## src/sv/mdo_pkg.sv

```systemverilog
// shared types and constants for the motion difference overlay pipeline
package mdo_pkg;

   localparam int unsigned PIX_W   = 8;
   localparam int unsigned ALPHA_W = 9;
   localparam int unsigned DIFF_W  = PIX_W + 1;
   localparam int unsigned PROD_W  = PIX_W + ALPHA_W;
   localparam int unsigned IDX_W   = 8;

   localparam logic [ALPHA_W-1:0] ALPHA_ONE   = ALPHA_W'(256);
   localparam logic [ALPHA_W-1:0] ALPHA_RESET = ALPHA_W'(128);
   localparam logic [PIX_W-1:0]   THR_RESET   = '0;
   localparam logic [PROD_W-1:0]  ROUND_HALF  = PROD_W'(128);

   // configuration register indexes
   localparam logic [IDX_W-1:0] REG_DEADZONE = IDX_W'(0);
   localparam logic [IDX_W-1:0] REG_ALPHA    = IDX_W'(1);

   typedef struct packed {
      logic [PIX_W-1:0]   deadzone_threshold;
      logic [ALPHA_W-1:0] alpha;               // already clamped to 0..256
   } cfg_type;

   typedef struct packed {
      logic [PIX_W-1:0] blue;
      logic [PIX_W-1:0] green;
      logic [PIX_W-1:0] red;
   } bgr_type;

   // result of the difference stage
   typedef struct packed {
      logic                     motion;
      logic                     neg;
      logic [PIX_W-1:0]         mag;
      logic signed [DIFF_W-1:0] diff;
      bgr_type                  base;
      logic                     eof;
   } diff_type;

endpackage

```

## src/sv/mdo_if.sv

```systemverilog
// request, response and register write channel interfaces
interface mdo_req_if;
   logic             valid;
   logic             ready;
   logic [7:0]       prev_luma;
   logic [7:0]       curr_luma;
   logic [7:0]       base_blue;
   logic [7:0]       base_green;
   logic [7:0]       base_red;
   logic             end_of_frame;

   modport source (output valid, prev_luma, curr_luma, base_blue, base_green, base_red,
                   end_of_frame, input ready);
   modport sink (input valid, prev_luma, curr_luma, base_blue, base_green, base_red,
                 end_of_frame, output ready);
endinterface

interface mdo_rsp_if;
   logic              valid;
   logic              ready;
   logic signed [8:0] motion_diff;
   logic [7:0]        out_blue;
   logic [7:0]        out_green;
   logic [7:0]        out_red;
   logic              last_pixel;

   modport source (output valid, motion_diff, out_blue, out_green, out_red, last_pixel,
                   input ready);
   modport sink (input valid, motion_diff, out_blue, out_green, out_red, last_pixel,
                 output ready);
endinterface

interface mdo_csr_if;
   logic       valid;
   logic       ready;
   logic [7:0] index;
   logic [8:0] wdata;

   modport source (output valid, index, wdata, input ready);
   modport sink (input valid, index, wdata, output ready);
endinterface

```

## src/sv/mdo_csr.sv

```systemverilog
// configuration registers: deadzone threshold and clamped blend alpha
module mdo_csr (
   input  logic             clock,
   input  logic             reset,
   mdo_csr_if.sink          csr_chan,
   output mdo_pkg::cfg_type cfg
);
   import mdo_pkg::*;

   cfg_type cfg_ff;
   cfg_type cfg_in;

   assign csr_chan.ready = 1'b1;

   // register decode, alpha saturates at full scale
   always_comb begin
      cfg_in = cfg_ff;
      if (csr_chan.valid) begin
         unique case (csr_chan.index)
            REG_DEADZONE: cfg_in.deadzone_threshold = csr_chan.wdata[PIX_W-1:0];
            REG_ALPHA: begin
               cfg_in.alpha = (csr_chan.wdata > ALPHA_ONE) ? ALPHA_ONE : csr_chan.wdata;
            end
            default: cfg_in = cfg_ff;
         endcase
      end
   end

   always_ff @(posedge clock) begin
      if (reset) begin
         cfg_ff.deadzone_threshold <= THR_RESET;
         cfg_ff.alpha              <= ALPHA_RESET;
      end else begin
         cfg_ff <= cfg_in;
      end
   end

   assign cfg = cfg_ff;

endmodule

```

## src/sv/mdo_diff.sv

```systemverilog
// first stage: signed luma difference and deadzone
module mdo_diff (
   input  logic              clock,
   input  logic              reset,
   input  mdo_pkg::cfg_type  cfg,
   mdo_req_if.sink           req_chan,
   output logic              diff_valid,
   input  logic              diff_ready,
   output mdo_pkg::diff_type diff_data
);
   import mdo_pkg::*;

   logic                     valid_ff;
   diff_type                 data_ff;
   diff_type                 data_in;
   logic signed [DIFF_W-1:0] delta;
   logic [PIX_W-1:0]         mag;

   assign req_chan.ready = !valid_ff || diff_ready;

   // magnitude and deadzone test
   always_comb begin
      delta = $signed({1'b0, req_chan.curr_luma}) - $signed({1'b0, req_chan.prev_luma});
      mag   = delta[DIFF_W-1] ? PIX_W'(-delta) : delta[PIX_W-1:0];
      data_in.motion     = mag > cfg.deadzone_threshold;
      data_in.neg        = delta[DIFF_W-1];
      data_in.mag        = mag;
      data_in.diff       = data_in.motion ? delta : '0;
      data_in.base.blue  = req_chan.base_blue;
      data_in.base.green = req_chan.base_green;
      data_in.base.red   = req_chan.base_red;
      data_in.eof        = req_chan.end_of_frame;
   end

   // stage valid bit
   always_ff @(posedge clock) begin
      if (reset) begin
         valid_ff <= 1'b0;
      end else if (req_chan.ready) begin
         valid_ff <= req_chan.valid;
      end
   end

   // stage payload
   always_ff @(posedge clock) begin
      if (req_chan.valid && req_chan.ready) begin
         data_ff <= data_in;
      end
   end

   assign diff_valid = valid_ff;
   assign diff_data  = data_ff;

endmodule

```

## src/sv/mdo_blend.sv

```systemverilog
// second and third stages: weighted products, then round and select
module mdo_blend (
   input  logic              clock,
   input  logic              reset,
   input  mdo_pkg::cfg_type  cfg,
   input  logic              diff_valid,
   output logic              diff_ready,
   input  mdo_pkg::diff_type diff_data,
   mdo_rsp_if.source         rsp_chan
);
   import mdo_pkg::*;

   // product stage
   logic                     p_valid_ff;
   logic                     p_ready;
   logic [PROD_W-1:0]        pb_base_ff, pg_base_ff, pr_base_ff, p_ov_ff;
   logic [PROD_W-1:0]        pb_base_in, pg_base_in, pr_base_in, p_ov_in;
   logic                     p_motion_ff, p_neg_ff, p_eof_ff;
   logic signed [DIFF_W-1:0] p_diff_ff;
   bgr_type                  p_base_ff;
   logic [ALPHA_W-1:0]       alpha_inv;

   // output stage
   logic                     o_valid_ff;
   logic                     o_ready;
   logic signed [DIFF_W-1:0] o_diff_ff;
   bgr_type                  o_pix_ff;
   bgr_type                  o_pix_in;
   logic                     o_eof_ff;
   logic [PROD_W-1:0]        sum_b, sum_g, sum_r;

   assign o_ready    = !o_valid_ff || rsp_chan.ready;
   assign p_ready    = !p_valid_ff || o_ready;
   assign diff_ready = p_ready;

   // base and overlay weights, one product each
   always_comb begin
      alpha_inv  = ALPHA_ONE - cfg.alpha;
      pb_base_in = PROD_W'(diff_data.base.blue) * PROD_W'(alpha_inv);
      pg_base_in = PROD_W'(diff_data.base.green) * PROD_W'(alpha_inv);
      pr_base_in = PROD_W'(diff_data.base.red) * PROD_W'(alpha_inv);
      p_ov_in    = PROD_W'(diff_data.mag) * PROD_W'(cfg.alpha);
   end

   always_ff @(posedge clock) begin
      if (reset) begin
         p_valid_ff <= 1'b0;
      end else if (p_ready) begin
         p_valid_ff <= diff_valid;
      end
   end

   always_ff @(posedge clock) begin
      if (diff_valid && p_ready) begin
         pb_base_ff  <= pb_base_in;
         pg_base_ff  <= pg_base_in;
         pr_base_ff  <= pr_base_in;
         p_ov_ff     <= p_ov_in;
         p_motion_ff <= diff_data.motion;
         p_neg_ff    <= diff_data.neg;
         p_eof_ff    <= diff_data.eof;
         p_diff_ff   <= diff_data.diff;
         p_base_ff   <= diff_data.base;
      end
   end

   // overlay goes on blue for darker pixels, on red for brighter ones
   always_comb begin
      sum_b = pb_base_ff + (p_neg_ff ? p_ov_ff : '0) + ROUND_HALF;
      sum_g = pg_base_ff + ROUND_HALF;
      sum_r = pr_base_ff + (p_neg_ff ? '0 : p_ov_ff) + ROUND_HALF;
      if (p_motion_ff) begin
         o_pix_in.blue  = sum_b[PROD_W-2 -: PIX_W];
         o_pix_in.green = sum_g[PROD_W-2 -: PIX_W];
         o_pix_in.red   = sum_r[PROD_W-2 -: PIX_W];
      end else begin
         o_pix_in = p_base_ff;
      end
   end

   always_ff @(posedge clock) begin
      if (reset) begin
         o_valid_ff <= 1'b0;
      end else if (o_ready) begin
         o_valid_ff <= p_valid_ff;
      end
   end

   always_ff @(posedge clock) begin
      if (p_valid_ff && o_ready) begin
         o_pix_ff  <= o_pix_in;
         o_diff_ff <= p_diff_ff;
         o_eof_ff  <= p_eof_ff;
      end
   end

   assign rsp_chan.valid       = o_valid_ff;
   assign rsp_chan.motion_diff = o_diff_ff;
   assign rsp_chan.out_blue    = o_pix_ff.blue;
   assign rsp_chan.out_green   = o_pix_ff.green;
   assign rsp_chan.out_red     = o_pix_ff.red;
   assign rsp_chan.last_pixel  = o_eof_ff;

`ifndef SYNTHESIS
   // a stalled product stage keeps its request
   assert property (@(posedge clock) disable iff (reset)
      p_valid_ff && !o_ready |=> p_valid_ff && $stable(p_ov_ff) && $stable(p_diff_ff))
      else $error("product stage lost a stalled request");

   // a product stage request moves to the output register when it has room
   assert property (@(posedge clock) disable iff (reset)
      p_valid_ff && o_ready |=> o_valid_ff)
      else $error("product stage request dropped");

   // no motion means a zero difference is passed on
   assert property (@(posedge clock) disable iff (reset)
      p_valid_ff && o_ready && !p_motion_ff |=> o_diff_ff == '0)
      else $error("difference not zero on a passed-through pixel");

   // green carries no overlay so it never brightens
   assert property (@(posedge clock) disable iff (reset)
      p_valid_ff && o_ready |=> o_pix_ff.green <= $past(p_base_ff.green))
      else $error("green channel above its base value");
`endif

endmodule

```

## src/sv/motion_diff_overlay_pixel.sv

```systemverilog
// top level of the per-pixel motion difference overlay pipeline
//
//   channel   direction  handshake      contents
//   req_chan  in         valid/ready    prev/curr luma, base BGR, end of frame
//   rsp_chan  out        valid/ready    motion difference, blended BGR, last pixel
//   csr_chan  in         valid/ready    register index, write data (always ready)
//
// three register stages: difference and deadzone, weight products, round and select
// one request accepted per clock while the output is taken
// the weight multipliers of the product stage set the stage depth
// reset clears all valid bits, threshold to 0 and alpha to 128
// a stall on the response side backs up stage by stage; empty stages still fill
module motion_diff_overlay_pixel (
   input  logic     clock,
   input  logic     reset,
   mdo_req_if.sink  req_chan,
   mdo_rsp_if.source rsp_chan,
   mdo_csr_if.sink  csr_chan
);
   import mdo_pkg::*;

   cfg_type  cfg;
   logic     diff_valid;
   logic     diff_ready;
   diff_type diff_data;

   // configuration registers
   mdo_csr u_csr (
      .clock    (clock),
      .reset    (reset),
      .csr_chan (csr_chan),
      .cfg      (cfg)
   );

   // difference stage
   mdo_diff u_diff (
      .clock      (clock),
      .reset      (reset),
      .cfg        (cfg),
      .req_chan   (req_chan),
      .diff_valid (diff_valid),
      .diff_ready (diff_ready),
      .diff_data  (diff_data)
   );

   // blend stages
   mdo_blend u_blend (
      .clock      (clock),
      .reset      (reset),
      .cfg        (cfg),
      .diff_valid (diff_valid),
      .diff_ready (diff_ready),
      .diff_data  (diff_data),
      .rsp_chan   (rsp_chan)
   );

endmodule

```

## src/flat_wrapper.sv

```systemverilog
// flat-port wrapper written by rule: the top's interface ports become plain ports
module motion_diff_overlay_pixel_flat import mdo_pkg::*;
  (clock, reset, req_chan_valid, req_chan_prev_luma, req_chan_curr_luma, req_chan_base_blue, req_chan_base_green, req_chan_base_red, req_chan_end_of_frame, req_chan_ready, rsp_chan_valid, rsp_chan_motion_diff, rsp_chan_out_blue, rsp_chan_out_green, rsp_chan_out_red, rsp_chan_last_pixel, rsp_chan_ready, csr_chan_valid, csr_chan_index, csr_chan_wdata, csr_chan_ready);
  mdo_req_if req_chan_i ();
  mdo_rsp_if rsp_chan_i ();
  mdo_csr_if csr_chan_i ();
  input  logic clock;
  input  logic reset;
  input wire logic [$bits(req_chan_i.valid)-1:0] req_chan_valid;
  input wire logic [$bits(req_chan_i.prev_luma)-1:0] req_chan_prev_luma;
  input wire logic [$bits(req_chan_i.curr_luma)-1:0] req_chan_curr_luma;
  input wire logic [$bits(req_chan_i.base_blue)-1:0] req_chan_base_blue;
  input wire logic [$bits(req_chan_i.base_green)-1:0] req_chan_base_green;
  input wire logic [$bits(req_chan_i.base_red)-1:0] req_chan_base_red;
  input wire logic [$bits(req_chan_i.end_of_frame)-1:0] req_chan_end_of_frame;
  output wire logic [$bits(req_chan_i.ready)-1:0] req_chan_ready;
  output wire logic [$bits(rsp_chan_i.valid)-1:0] rsp_chan_valid;
  output wire logic [$bits(rsp_chan_i.motion_diff)-1:0] rsp_chan_motion_diff;
  output wire logic [$bits(rsp_chan_i.out_blue)-1:0] rsp_chan_out_blue;
  output wire logic [$bits(rsp_chan_i.out_green)-1:0] rsp_chan_out_green;
  output wire logic [$bits(rsp_chan_i.out_red)-1:0] rsp_chan_out_red;
  output wire logic [$bits(rsp_chan_i.last_pixel)-1:0] rsp_chan_last_pixel;
  input wire logic [$bits(rsp_chan_i.ready)-1:0] rsp_chan_ready;
  input wire logic [$bits(csr_chan_i.valid)-1:0] csr_chan_valid;
  input wire logic [$bits(csr_chan_i.index)-1:0] csr_chan_index;
  input wire logic [$bits(csr_chan_i.wdata)-1:0] csr_chan_wdata;
  output wire logic [$bits(csr_chan_i.ready)-1:0] csr_chan_ready;
  assign req_chan_i.valid = req_chan_valid;
  assign req_chan_i.prev_luma = req_chan_prev_luma;
  assign req_chan_i.curr_luma = req_chan_curr_luma;
  assign req_chan_i.base_blue = req_chan_base_blue;
  assign req_chan_i.base_green = req_chan_base_green;
  assign req_chan_i.base_red = req_chan_base_red;
  assign req_chan_i.end_of_frame = req_chan_end_of_frame;
  assign req_chan_ready = req_chan_i.ready;
  assign rsp_chan_valid = rsp_chan_i.valid;
  assign rsp_chan_motion_diff = rsp_chan_i.motion_diff;
  assign rsp_chan_out_blue = rsp_chan_i.out_blue;
  assign rsp_chan_out_green = rsp_chan_i.out_green;
  assign rsp_chan_out_red = rsp_chan_i.out_red;
  assign rsp_chan_last_pixel = rsp_chan_i.last_pixel;
  assign rsp_chan_i.ready = rsp_chan_ready;
  assign csr_chan_i.valid = csr_chan_valid;
  assign csr_chan_i.index = csr_chan_index;
  assign csr_chan_i.wdata = csr_chan_wdata;
  assign csr_chan_ready = csr_chan_i.ready;
  motion_diff_overlay_pixel u_core (.clock(clock), .reset(reset), .req_chan(req_chan_i), .rsp_chan(rsp_chan_i), .csr_chan(csr_chan_i));
endmodule
```

## config.mk

```make
export PLATFORM = sky130hd
export DESIGN_NAME = motion_diff_overlay_pixel_flat
export DESIGN_NICKNAME = d
export VERILOG_FILES = /design/src/sv/mdo_pkg.sv /design/src/sv/mdo_if.sv /design/src/sv/mdo_csr.sv /design/src/sv/mdo_diff.sv /design/src/sv/mdo_blend.sv /design/src/sv/motion_diff_overlay_pixel.sv /design/src/flat_wrapper.sv
export SDC_FILE = /design/constraint.sdc
export NUM_CORES = 1
export LEC_CHECK = 0
export BUFFER_PORTS_ARGS = -buffer_cell sky130_fd_sc_hd__buf_2
export CAP_MARGIN = 10
export CORE_MARGIN = 4
export CORE_UTILIZATION = 59
export DETAILED_ROUTE_END_ITERATION = 7
export GPL_TIMING_DRIVEN = 0
export PLACE_DENSITY_LB_ADDON = 0.08
export SLEW_MARGIN = 10
export SYNTH_ARGS = -nofsm -noshare
export SYNTH_HDL_FRONTEND = slang
export SYNTH_SLANG_ARGS = --single-unit
```

## constraint.sdc

```tcl
create_clock -name clock -period 18.21 [get_ports clock]
set_input_delay 3.642 -clock clock [delete_from_list [all_inputs] [get_ports clock]]
set_output_delay 3.642 -clock clock [all_outputs]
set_load 0.05 [all_outputs]
```

==> results of run 1 <==
power by group through the flow:
stage	sequential, mW	combinational [mW]	clock [mW]
3_5_place_dp	0.555	0.221	0
6_report	0.546	0.221	0.386
5_1_grt	0.549	0.250	0.411
2_1_floorplan	0.554	0.149	0
3_3_place_gp	0.559	0.212	0
4_1_cts	0.545	0.223	0.393
area by class of cell:
| cell class | count | area, um2 |
|---|---|---|
| diodes | 1 | 2.50 |
| fillers | 2358 | 9770 |
| multi-input cells | 1161 | 10700 |
| inverters | 254 | 953 |
| repair buffers | 102 | 608 |
| clock inverters | 14 | 170 |
| clock buffers | 17 | 425 |
| flip-flops and latches | 191 | 5540 |
| plain buffers | 47 | 180 |
| well taps | 384 | 480 |
flip-flops by register name, indices dropped and copies added, names as in the netlist, 9 cells and up:
name                                 flops
u_core.u_csr.cfg                        17
u_core.u_blend.p_ov_ff                  16
u_core.u_diff.diff_data                 44
u_core.u_blend.rsp_chan.motion_diff      9
u_core.u_blend.pb_base_ff               16
u_core.u_blend.p_base_ff                24
u_core.u_blend.p_diff_ff                 9
u_core.u_blend.pr_base_ff               16
u_core.u_blend.pg_base_ff                9
per-layer routing:
layer  vias up  track usage [%]  routed length, um
li1       5628                -                  -
met1      5774             32.0              16500
met2       266             41.8              18600
met3        43             4.97               2050
met4         2             6.86                805
met5         -                0                  7
logic make-up after synthesis:
| kind of cell | after synthesis |
|---|---|
| xor gates and xnor gates | 96 |
| adders and majority gates | 374 |
| AOI/OAI and AO/OA | 150 |
| other | 1 |
| muxes | 21 |
| and+or+nand+nor | 519 |
| DFF | 191 |
| buffers and inverters | 301 |
worst register-to-register path, cell delays in order, from the launching register on:
cell	delay, ps
dfxtp_1	440
inv_1	90
ha_1	240
nand2_1	80
xor2_1	460
clkbuf_1	600
nand2_1	170
fa_1	520
fa_1	570
inv_1	60
fa_1	480
inv_1	50
fa_1	480
inv_1	50
ha_1	310
a21oi_1	140
nor2b_1	60
a211oi_1	420
a21oi_1	230
a211o_1	340
a21oi_1	230
xnor2_1	90
cell usage in the layout (no fill, tap or decap), drive strengths merged, types with 7 or more instances in the layout:
cell type    n
or3         14
o21ai       22
and2       202
nand2      119
nor3         9
edfxtp     171
fa         164
mux2i        9
xnor2       81
clkbuf      58
inv        262
xor2        15
a21o        12
mux2        12
nor3b        9
nor2        78
dfxtp       20
nor2b       36
a211oi       7
ha         210
buf        108
nand2b       9
o21a        19
nand3       21
a21oi       60
final timing paths:
kind	slack, ps	startpoint	end	depth (start not counted)
setup / recovery	9830	rsp_chan_ready	req_chan_ready	4
hold / removal	420	u_core.u_blend.p_diff_ff[3]$_DFFE_PP_	u_core.u_blend.rsp_chan.motion_diff[3]$_DFFE_PP_	0
setup reg to reg	11870	u_core.u_csr.cfg[0]$_SDFFE_PP0P_	u_core.u_blend.pg_base_ff[15]$_DFFE_PP_	21
hold reg to reg	420	u_core.u_blend.p_diff_ff[3]$_DFFE_PP_	u_core.u_blend.rsp_chan.motion_diff[3]$_DFFE_PP_	0
stage by stage:
stage          power, mW  cell area (um2)
2_1_floorplan      0.704            17400
3_3_place_gp       0.771            18300
3_5_place_dp       0.776            18500
4_1_cts             1.16            19100
5_1_grt             1.21            19100
6_report            1.15            19100
==> key figures, run 1 <==
Run status
  • Outcome: complete, no violations

Synth
  • Syn Area/Cell: 10.5 um2
  • Sequential area share after synthesis: 31.9%
  • Yosys reg bits: 191
  • Simple-gate portion of the synthesized area: 15.9%
  • Yosys top cell by area: edfxtp_1
  • Synth top area cells: edfxtp_1 30%, fa_1 19%, ha_1 15%
  • Share of the synthesized area in the top cell type: 29.6%
  • Mapped Area: 0.0174 mm2
  • Adder-cell share of the synthesized area: 34.0%
  • Most frequent cell after synthesis: inv_1
  • Ys Warns: 0
  • Synthesized Nets: 2,090
  • Async set-reset flop share out of synthesis: 0%
  • Post-synthesis cell type count: 58
  • Prevailing post-synth register cell: edfxtp_1
  • Post-synth top cells: 254 x inv_1, 210 x ha_1, 202 x and2_1
  • Mux contribution to synthesized area: 1.30%
  • Post-synthesis instance total: 1,653
  • Number of synthesized flops with an enable pin: 171
  • Main combinational cell family by area after synthesis: adder cells
  • Complex-gate fraction of the synthesized area: 5.55%
  • Post-synthesis xor/xnor area fraction: 4.84%

Run
  • MaxCap Viol Count: 0

CTS
  • Num CTS Buffers: 17
  • CTS sink count: 191
  • Hold_buf cts: 0
  • Root Buffer: clkbuf_16
  • Post_cts resized: 0
  • Post-CTS Setup Bufs: 0
  • Clk slew on worst S/H paths: 70 ps
  • Worst skew pair latency: 460 ps
  • TritonCTS clock tree: done
  • Longest Clk Path Bufs: 2
  • H-tree depth: 4

Detailed routing
  • Drc violations: 0
  • Antenna Nets Post-Route: 0
  • Drt pass-1 iters: 5
  • Wirelength per Cell: 17.4 um
  • Vias/cell: 5.40
  • Drt first-iter violations: 615
  • Routed vias: 11,700
  • WL final: 37.9 mm

Timing
  • Skew final: 19.4 ps
  • Fmax: 119 MHz
  • RSZ-0062 raised after global routing: false
  • Slew Limit Fails: 0
  • Worst Hold Slack: 424 ps
  • Final setup viols: 0
  • Final worst-path cycle share: 46.0%
  • Hold Fails Final Rpt: 0
  • Sum of negative setup slack: 0 ps
  • Worst Slack Setup Final: 9830 ps
  • Final Critical Period: 8380 ps
  • Slew @ Worst Pin: 996 ps
  • Slew margin rel.: 33.6%

Die
  • Core box area: 0.0289 mm2
  • Die area: 0.0323 mm2
  • Initial Utilization: 60.2%
  • Die Wd: 180 um
  • IO Count: 100
  • Die Ht: 180 um
  • FP Rows: 62

Global route
  • First-pass GRT wire length: 63.1 mm
  • Vias in the first global route: 12,200
  • Overall routing resource usage: 24.5%
  • Largest net degree at the start of global routing: 28
  • Initial antenna violation count: 1
  • Grt ovf: 0

Critical path
  • Crit Path Category: in -> out
  • CP Cell Sequence: buf_2 -> nor2b_1 -> nand3_1 -> buf_2
  • WP data required: 14,570 ps
  • Most Frequent Cell on Critical Path: buf_2
  • Crit. End Element: output pin
  • Slowest-stage cell, CP: nor2b_1
  • Max incr delay on CP: 560 ps
  • Critical Path AT: 4740 ps
  • Worst Path Max Fanout: 6
  • Worst Path Buf+Inv: 2
  • CP top delay family: simple AND/OR/NAND/NOR gates
  • Crit path launch type: input port

Placed design
  • I/O Buffers: 96
  • GP Congestion: 0.868
  • Placed Cells: 2,139
  • Final HPWL DP: 29.7 mm
  • Worst slack, placed: 9810 ps

Cells and area
  • Area grow syn2layout: 9.90%
  • Share of layout cells above drive strength 1: 9.13%
  • Fin nets: 2,211
  • Non-filler cells, final: 2,171
  • Final core utilization: 66.2%

Pwr
  • Sequential Power Share: 47.3%
  • Worst VDD drop: 0.0676 mV
  • Internal power: 0.816 mW
  • Switching pwr: 0.337 mW
  • Lkg Pwr: 8.86 nW
  • Comb pwr share: 19.2%
  • Clock share of power: 33.5%
  • Power per cell area: 60.4 mW/mm2
  • Sw frac: 29.3%

Hold path
  • Worst hold path class: reg -> reg
Note: power is estimated with default switching activity, not from simulation.
==> run 2: changes to the inputs <==
- clock period: 18.21 -> 7.8 ns (I/O delays scaled with it)
==> run 2 against run 1 <==
Compared with the run above:
- count of clock-buffer cells in the layout is the same
- critical path type is now reg -> reg
- design area grew 0.24%
- sequential share of layout area shrank 0.070 points
- largest cell class unchanged
- combinational power grew 140%
==> key figures, run 2 (synthesis gave the netlist of run 1 again) <==
Run status
  • Outcome: complete, no violations

Critical path
  • Worst Path Max Fanout: 10
  • Crit path launch type: flop
  • Crit. Startpoint: u_core.u_csr.cfg[0]$_SDFFE_PP0P_
  • WP data required: 8020 ps
  • Crit Path Category: reg -> reg
  • Critical Path AT: 6620 ps
  • Register-to-register setup slack: 1400 ps
  • Reg2Reg Depth: 20
  • Crit. End Element: flop
  • FF-to-FF Start: u_core.u_csr.cfg[0]$_SDFFE_PP0P_
  • FF-to-FF End: u_core.u_blend.pg_base_ff[15]$_DFFE_PP_

Detailed routing
  • Drt pass-1 iters: 6
  • Vias/cell: 5.39
  • Antenna Nets Post-Route: 0
  • Drt first-iter violations: 575
  • Wirelength per Cell: 17.5 um
  • Drc violations: 0
  • Routed vias: 11,700
  • WL final: 38.1 mm

Timing
  • Final setup viols: 0
  • Final worst-path cycle share: 82.1%
  • Final Critical Period: 6400 ps
  • Slew Limit Fails: 0
  • Hold Fails Final Rpt: 0
  • Slew @ Worst Pin: 983 ps
  • RSZ-0062 raised after global routing: false
  • Fmax: 156 MHz
  • Skew final: 11.0 ps
  • Slew margin rel.: 34.5%
  • Worst Slack Setup Final: 1400 ps

Hold path
  • Hold EP: u_core.u_blend.p_diff_ff[8]$_DFFE_PP_
  • WHS Path Cells: 0
  • Hold wc startpoint: u_core.u_diff.diff_data[33]$_SDFFCE_PN0P_
  • Worst hold path class: reg -> reg

Cells and area
  • Fin nets: 2,212
  • Design Area, Final: 0.0191 mm2
  • Most frequent cells in the layout: 254 x inv_1, 210 x ha_1, 202 x and2_1, 171 x edfxtp_1, 164 x fa_1
  • Multi-input gate area: 0.0107 mm2
  • Most common cell after layout, fill and taps aside: inv_1
  • Diode count: 0
  • Area grow syn2layout: 10.2%
  • Fillcell total: 2,329
  • Register Area: 0.00554 mm2
  • Share of layout cells above drive strength 1: 9.28%
  • Max FFs per register: 44

Die
  • IO Count: 100
  • Die Wd: 180 um
  • Die area: 0.0323 mm2
  • Die Ht: 180 um
  • FP Rows: 62
  • Initial Utilization: 60.2%
  • Core box area: 0.0289 mm2

Global route
  • First-pass GRT wire length: 63.0 mm
  • Largest net degree at the start of global routing: 28
  • Vias in the first global route: 12,400
  • Initial antenna violation count: 3
  • Overall routing resource usage: 24.6%
  • Grt ovf: 0

CTS
  • Post_cts resized: 0
  • Num CTS Buffers: 17
  • Longest Clk Path Bufs: 2
  • TritonCTS clock tree: done
  • CTS sink count: 191
  • H-tree depth: 4
  • Root Buffer: clkbuf_16
  • Worst skew pair latency: 470 ps
  • Post-CTS Setup Bufs: 0
  • Clk slew on worst S/H paths: 80 ps
  • Hold_buf cts: 0

Run
  • MaxCap Viol Count: 0

Placed design
  • Placed Area: 0.0185 mm2
  • Worst slack, placed: 1460 ps
  • Final HPWL DP: 29.7 mm
  • I/O Buffers: 96
  • GP Congestion: 0.860

Pwr
  • Clock share of power: 33.4%
  • Sequential Power Share: 47.2%
  • Sw frac: 30.2%
  • Worst VDD drop: 0.151 mV
  • Comb pwr share: 19.4%
  • Lkg Pwr: 8.88 nW
  • Power per cell area: 141 mW/mm2
  • Internal power: 1.88 mW
  • Total power: 2.70 mW
  • Switching pwr: 0.815 mW
-- run 2: critical path: stages (launching register included) --
cell and delay, ps:
dfxtp_1 430, inv_1 90, nand3_1 100, nor2_1 60, xnor2_1 700, clkbuf_1 550, nand2_1 170, fa_1 530
fa_1 560, inv_1 60, fa_1 490, inv_1 50, fa_1 480, inv_1 50, ha_1 320, and3_1 180
a211oi_1 410, a21oi_1 230, a211o_1 340, a21oi_1 260, xnor2_1 90
-- run 2: worst max path at each step --
| stage | end |
|---|---|
| final | u_core.u_blend.pg_base_ff[15]$_DFFE_PP_ |
| after global routing | u_core.u_blend.pg_base_ff[15]$_DFFE_PP_ |
| after CTS | u_core.u_blend.pg_base_ff[15]$_DFFE_PP_ |
| after detailed placement | u_core.u_blend.pg_base_ff[15]$_DFFE_PP_ |
| after global placement | u_core.u_blend.p_base_ff[18]$_DFFE_PP_ |
| after floorplan | u_core.u_blend.p_base_ff[0]$_DFFE_PP_ |
-- run 2: metrics by stage --
step	TNS, ps	util (%)	cells	hold WS, ps
detailed placement	0	64.3	2140	405
floorplan	0	-	1653	400
global placement	-119900	63.5	2133	403
finish	0	66.3	2172	422
global route	0	66.3	2172	433
CTS	0	66.3	2172	423
-- run 2: area by class of cell --
cell class                 count  area share (%)
multi-input combinational   1161            56.1
sequential                   191            28.9
inverter                     254            4.98
timing repair buffer         103            3.44
tap                          384            2.51
clock buffer                  17            2.22
buffer                        47           0.941
clock inverter                15           0.883
-- run 2: power groups by stage --
stage	combinational [mW]	clock, mW	sequential [mW]
2_1_floorplan	0.349	0	1.29
3_3_place_gp	0.494	0	1.30
3_5_place_dp	0.518	0	1.30
4_1_cts	0.526	0.919	1.27
5_1_grt	0.588	0.960	1.28
6_report	0.523	0.900	1.27
-- run 2: metal layers --
| layer | global-route usage (%) | share of wire (%) | up-vias |
|---|---|---|---|
| met1 | 31.8 | 43 | 5737 |
| li1 | - | - | 5631 |
| met2 | 41.7 | 48 | 283 |
| met5 | 0 | 0.021 | - |
| met3 | 4.85 | 6.0 | 51 |
| met4 | 8.47 | 2.7 | 2 |
